==> src/rtl/gcs_pkg.sv <==
`default_nettype none
// ----------------------------------------------------------------------------
// gcs_pkg
// shared constants and types of the 3d gaussian curve smoother
// ----------------------------------------------------------------------------
package gcs_pkg;
  localparam int MaxPoints = 64;
  localparam int AddrW = 6;
  localparam int CountW = 7;

  localparam logic [2:0] RegWc = 3'd0;
  localparam logic [2:0] RegW1 = 3'd1;
  localparam logic [2:0] RegW2 = 3'd2;
  localparam logic [2:0] RegW3 = 3'd3;
  localparam logic [2:0] RegLim = 3'd4;
  localparam logic [2:0] RegLimEn = 3'd5;
  localparam logic [2:0] RegZOnly = 3'd6;
  localparam logic [2:0] RegPass = 3'd7;

  // divider request and answer between sequencer and divider
  typedef struct packed {
    logic start;
    logic signed [63:0] num;
    logic [18:0] den;
  } div_req_t;

  typedef struct packed {
    logic done;
    logic signed [31:0] quo;
  } div_rsp_t;
endpackage
`default_nettype wire

==> src/rtl/gcs_div.sv <==
`default_nettype none
// ----------------------------------------------------------------------------
// gcs_div
// restoring divider, one quotient bit a cycle, truncates toward zero
// ----------------------------------------------------------------------------
module gcs_div (
  input  wire logic clk,
  input  wire logic rst,
  input  wire gcs_pkg::div_req_t req,
  output gcs_pkg::div_rsp_t rsp
);
  logic [63:0] quo;
  logic [18:0] rem;
  logic [18:0] den;
  logic neg;
  logic busy;
  logic done;
  logic [6:0] cnt;
  logic [19:0] trial;
  logic [63:0] mag;

  assign mag = req.num[63] ? 64'(-req.num) : 64'(req.num);
  assign trial = {rem, quo[63]} - {1'b0, den};
  assign rsp = {done, (neg ? 32'(-quo) : quo[31:0])};

  always_ff @(posedge clk) begin
    done <= 1'b0;
    if (rst) begin
      busy <= 1'b0;
    end else if (req.start) begin
      busy <= 1'b1;
      quo <= mag;
      rem <= '0;
      den <= req.den;
      neg <= req.num[63];
      cnt <= 7'd0;
    end else if (busy) begin
      if (!trial[19]) begin
        rem <= trial[18:0];
        quo <= {quo[62:0], 1'b1};
      end else begin
        rem <= {rem[17:0], quo[63]};
        quo <= {quo[62:0], 1'b0};
      end
      cnt <= cnt + 7'd1;
      if (cnt == 7'd63) begin
        busy <= 1'b0;
        done <= 1'b1;
      end
    end
  end
endmodule
`default_nettype wire

==> config.mk <==
export PLATFORM = sky130hd
export DESIGN_NAME = gcs_div
export DESIGN_NICKNAME = d
export VERILOG_FILES = /design/src/rtl/gcs_pkg.sv /design/src/rtl/gcs_div.sv
export SDC_FILE = /design/constraint.sdc
export NUM_CORES = 1
export LEC_CHECK = 0
export BUFFER_PORTS_ARGS = -buffer_cell sky130_fd_sc_hd__buf_2
export CORE_MARGIN = 2
export CORE_UTILIZATION = 58
export DETAILED_ROUTE_END_ITERATION = 8
export GPL_TIMING_DRIVEN = 0
export PLACE_DENSITY = 0.87
export SLEW_MARGIN = 20
export SYNTH_ARGS = -nofsm -noshare
export SYNTH_HDL_FRONTEND = slang
export SYNTH_SLANG_ARGS = --single-unit
export TNS_END_PERCENT = 5
==> constraint.sdc <==
create_clock -name clk -period 7.4 [get_ports clk]
set_clock_uncertainty 0.15 [all_clocks]
set_input_delay 1.11 -clock clk [delete_from_list [all_inputs] [get_ports clk]]
set_output_delay 1.11 -clock clk [all_outputs]
set_load 0.005 [all_outputs]
* Word level (Yosys, flattened, before mapping)
Index checks and enable logic that the tools add are counted.
** Operators by class
- Add/subtract/negate cells :: 4
- Eq/ne operators :: 1
- Multiplexer cells :: 12
- Bitwise gates (word level) :: 2
- Reductions and logical operators :: 4
** Operators by type and width (number)
- $mux 64 :: 3
- $neg 64->64 :: 1
- $mux 19 :: 2
- $mux 32 :: 1
- $neg 32->32 :: 1
- $sub 20x19->20 :: 1
- $add 7x1->7 const B :: 1
- $eq 7x6->1 const B :: 1
- $mux 7 :: 1
- $mux 1 :: 5
- $reduce_and 2->1 :: 2
- $reduce_or 3->1 :: 1
- $not 1->1 :: 2
- $reduce_bool 2->1 :: 1
** Storage, ports and cells
- Flip-flop bits (word level) :: 112
- Input bits :: 86
- Output and inout port bits :: 33
- Word-level logic and storage cells :: 30

* Depth between registers and ports, before layout
- Word-level depth :: 4
- Mapped depth :: 12
- Depth with buffers taken out :: 11

* Least setup slack after synthesis
OpenSTA, ideal clock, no wires.
- Kind :: in2reg
- From :: in req[83] (netlist name)
- To :: reg cnt[0], enable pin
- Setup time :: 540 ps
- Data arrival time :: 5492 ps
- Data required time :: 6710 ps
- Slack :: 1217 ps
- Stages :: 4
- Path buffers :: 2
- Path through :: clkbuf_1 -> clkbuf_1 -> nor2_1 -> nor2_1
** Between the ends
- Word-level cells in the longest chain between the ends :: 2
** Ends and longest elaborated chain
- start: declaration :: RTL line gcs_div.sv:9 : input wire gcs_pkg::div_req_t req,
- $reduce_bool 2->1 (no source line)
- $reduce_and 2->1 (no source line)
- end signal: assignment :: RTL line gcs_div.sv:45 : cnt <= cnt + 7'd1;
- end: declaration :: RTL line gcs_div.sv:18 : logic [6:0] cnt;
Every way passes these cells.
A chain may end at the register's enable or synchronous reset.

==> run_results.csv <==
group,metric,value,unit
cells_and_area,finalNonFillerCells,1104,
cells_and_area,multi_input_comb_area,0.00401,mm²
synth,mappedNetlistNets,903,
synth,synth_cell_types,64,
critical_path,worstSetupStartpointType,"flip-flop",
worst_hold_path,holdPathStages,1,
outcome,status,"complete, no violations",
clock_network,cts.repair_timing.setup_buffer_count,0,
floorplan,die_area,0.0140,mm²
timing,final.period_utilization,59.2,%
floorplan,floorplan.die.width,119,µm
critical_path,timing.critical_path.slowest_stage_cell,"sky130_fd_sc_hd__or4_4",
timing,max-slew-margin-rel,45.4,%
critical_path,path_buf_inv,1,
global_route,grt_pass1_vias,6370,
drt,mean_routed_wirelength_per_cell,17.6,µm
timing,timing.hold.ws,0.371,ns
cells_and_area,nets,1035,
worst_hold_path,min_to,"done",
synth,synthFlopType,"sky130_fd_sc_hd__edfxtp_1",
timing,unrepaired_setup_endpoints_after_global_routing,"false",
power_and_ir_drop,power.leakage,0.00334,µW
critical_path,cp.required,6.14,ns
worst_hold_path,timing.hold.worst.class,"flip-flop to flip-flop",
cells_and_area,share_of_layout_cells_above_drive_strength_1,18.9,%
floorplan,dieHeight,119,µm
cells_and_area,area_growth,15.8,%
clock_network,clock_tree.htree_level_count,3,
clock_network,clock-sinks,112,
clock_network,postCtsResizedCells,0,
job,max_cap_check_violation_count,0,
power_and_ir_drop,ir_worst_vdd,0.153,mV
placement,place_hpwl,14100,µm
drt,drt_pre_antenna_iters,5,
clock_network,cts.root.buffer_cell,"sky130_fd_sc_hd__clkbuf_16",
timing,finalHoldViolCount,0,
floorplan,placementRows,41,
cells_and_area,ff_latch_area,0.00334,mm²
clock_network,cts_tree,"done",
placement,portBuffers,117,
clock_network,cts_buffer_depth,2,
drt,dr.first_iter.drc_count,880,
critical_path,top_fanout_value_on_the_critical_path,6,
critical_path,critPathArrivalTime,3.12,ns
power_and_ir_drop,fin_total_pwr,1750,µW
synth,synth_seq_cells,112,
critical_path,worstSetupEndpointType,"output port",
drt,vias,6711,
critical_path,reg2reg_depth,11,
critical_path,crit_family,"simple AND/OR/NAND/NOR gates",
drt,wirelength,19400,µm
critical_path,cp_cell_sequence,"nor4_4 -> nand3b_1 -> nand2b_1 -> or4_4 -> or4_4 -> o41ai_2 -> xnor2_1 -> buf_2",
cells_and_area,n_fill_cell,991,
placement,place_area,0.00851,mm²
timing,highest_achievable_clock_rate,228,MHz
synth,netlist_area,0.00761,mm²
critical_path,timing.setup.critical_path_class,"flip-flop to output port",
cells_and_area,final_cell_mix,"sky130_fd_sc_hd__buf_2 (117), sky130_fd_sc_hd__edfxtp_1 (110), sky130_fd_sc_hd__nor2_1 (93)",
global_route,globalRouteTotalUtil,27.4,%
synth,syn_avg_cell_area,9.58,µm²
clock_network,worstSkewPairLatency,0.37,ns
drt,antenna_violating_nets_post_route,0,
clock_network,holdBufCountCts,0,
synth,synth-seq-area-share,44.0,%
synth,asyncSetResetFlopFracSynth,0,%
critical_path,reg2reg_slack,3.86,ns
drt,vias_per_cell,6.08,
synth,syn-instance-count,794,
critical_path,crit-reg2reg-capture,"rem[18]",
clock_network,tritoncts.num_buffers,9,
timing,report.final.slew_viol_count,0,
critical_path,worst_path_largest_cell_delay,0.50,ns
power_and_ir_drop,power.density_cell_area,199,mW/mm²
placement,gp_routability_congestion,0.976,
clock_network,cts.reportedPaths.clkPinSlew,0.08,ns
floorplan,fp.coreArea,0.0127,mm²
synth,yosys_warnings,0,
timing,finalCriticalPeriod,4.38,ns
drt,drc_errors,0,
critical_path,timing.rr.start,"rem[15]",
floorplan,top_level_ports,119,
placement,place_inst,1087,
global_route,global_route_wire_length_before_repair,31300,µm
synth,post_synth_edffs,110,
timing,setup_viol,0,
global_route,grt_start_max_net_pins,27,
global_route,globalRoute.totalOverflow,0,
floorplan,start_util,59.8,%
critical_path,most_frequent_cell_on_the_critical_path,"sky130_fd_sc_hd__or4_4",
cells_and_area,final_common_cell,"sky130_fd_sc_hd__buf_2",
worst_hold_path,holdCritStartpoint,"busy",
cells_and_area,design_area,0.00880,mm²
global_route,antenna_violations_before_repair,1,
timing,worstMarginPinSlew,0.817,ns
[power by group]
group / leakage (µW) / internal (µW) / switching, µW / total (µW)
combinational: 0.00213 / 195 / 264 / 459
sequential: 0.00106 / 765 / 35.0 / 800
clock: 0.000147 / 241 / 256 / 496
total: 0.00334 / 1200 / 555 / 1750
[worst max-delay path by stage]
stage / start / end / slack (ns) / depth (start not counted)
floorplan: req[83] / cnt[0] / 1.22 / 4
global placement: req[83] / quo[13] / -0.83 / 4
detailed placement: quo[4] / rsp[26] / 3.44 / 8
CTS: quo[4] / rsp[26] / 3.02 / 8
global route: quo[4] / rsp[26] / 2.86 / 8
finish: quo[4] / rsp[26] / 3.02 / 8
[final cells by class]
type | instances | share of cell area, %
inverters | 28 | 1.19
plain buffers | 41 | 1.83
repair buffers | 121 | 7.67
multi-input cells | 613 | 45.5
clock buffers | 9 | 2.56
clock inverters | 7 | 0.796
well taps | 172 | 2.44
diodes | 1 | 0.0284
flip-flops and latches | 112 | 38.0
[worst reg2reg max path: stages (launching register included)]
cell and delay [ns]:
sky130_fd_sc_hd__edfxtp_1 0.41, sky130_fd_sc_hd__ha_1 0.30, sky130_fd_sc_hd__clkbuf_1 0.21, sky130_fd_sc_hd__a21o_1 0.26, sky130_fd_sc_hd__a31o_1 0.24, sky130_fd_sc_hd__nor3_1 0.18
sky130_fd_sc_hd__nand3_1 0.12, sky130_fd_sc_hd__a21oi_1 0.22, sky130_fd_sc_hd__clkbuf_1 0.39, sky130_fd_sc_hd__clkbuf_1 0.44, sky130_fd_sc_hd__nor4_1 0.13, sky130_fd_sc_hd__a31o_2 0.25
[logic make-up (layout without fill, tap and decap cells)]
family | after synthesis | after routing | share of synthesized area, %
other | 0 | 1 | 0
buffers and inverters | 69 | 206 | 3.50
xor gates and xnor gates | 107 | 107 | 12.3
and+or+nand+nor | 253 | 253 | 17.2
muxes | 3 | 3 | 0.428
adders and majority gates | 23 | 23 | 3.88
AOI/OAI and AO/OA | 227 | 227 | 18.7
DFF | 112 | 112 | 44.0
[Yosys cell counts, types with 3 or more instances]
cell | instances | area share, %
sky130_fd_sc_hd__o21ai_0 | 49 | 3.2
sky130_fd_sc_hd__nand4_1 | 3 | 0.25
sky130_fd_sc_hd__o41ai_1 | 9 | 1.0
sky130_fd_sc_hd__nand2b_1 | 7 | 0.58
sky130_fd_sc_hd__nor2b_1 | 3 | 0.25
sky130_fd_sc_hd__o21ai_1 | 4 | 0.26
sky130_fd_sc_hd__nor4_1 | 13 | 1.1
sky130_fd_sc_hd__clkbuf_1 | 38 | 1.9
sky130_fd_sc_hd__a21o_1 | 12 | 1.2
sky130_fd_sc_hd__a31o_2 | 9 | 1.0
sky130_fd_sc_hd__and3_1 | 3 | 0.25
sky130_fd_sc_hd__o31ai_1 | 26 | 2.6
sky130_fd_sc_hd__edfxtp_1 | 110 | 43
sky130_fd_sc_hd__ha_1 | 22 | 3.6
sky130_fd_sc_hd__nand3b_1 | 5 | 0.49
sky130_fd_sc_hd__nand3_1 | 16 | 1.1
sky130_fd_sc_hd__o211ai_1 | 5 | 0.49
sky130_fd_sc_hd__nor2_1 | 95 | 4.7
sky130_fd_sc_hd__or3_1 | 14 | 1.2
sky130_fd_sc_hd__or3_4 | 3 | 0.44
sky130_fd_sc_hd__or2_2 | 5 | 0.41
sky130_fd_sc_hd__or4_4 | 5 | 0.74
sky130_fd_sc_hd__xor2_1 | 68 | 7.8
sky130_fd_sc_hd__inv_1 | 28 | 1.4
sky130_fd_sc_hd__or4_1 | 5 | 0.49
sky130_fd_sc_hd__o31ai_2 | 3 | 0.49
sky130_fd_sc_hd__a21oi_1 | 89 | 5.9
sky130_fd_sc_hd__nor3_1 | 15 | 0.99
sky130_fd_sc_hd__nand2_1 | 47 | 2.3
sky130_fd_sc_hd__xnor2_1 | 39 | 4.5
[metal layers]
layer	share of wire, %	vias up	wire length, µm	global-route usage, %
met5	0	-	0	0
met3	8.1	36	1580	5.65
li1	-	3185	-	-
met4	1.9	0	361	7.96
met2	47	315	9040	43.6
met1	43	3175	8410	38.1
[sequential cells by signal, summed over array words and instances, names as in the netlist]
name  count
done      1
cnt       7
den      19
neg       1
busy      1
quo      64
rem      19
[metrics by stage]
step                TNS (ns)  worst slack [ns]  utilization (%)
floorplan                  0              1.22                -
detailed placement         0              3.44             66.9
global placement      -74.77            -0.827             66.1
CTS                        0              3.02             69.2
global route               0              2.86             69.2
finish                     0              3.02             69.2
(Power assumes the default switching activity.)
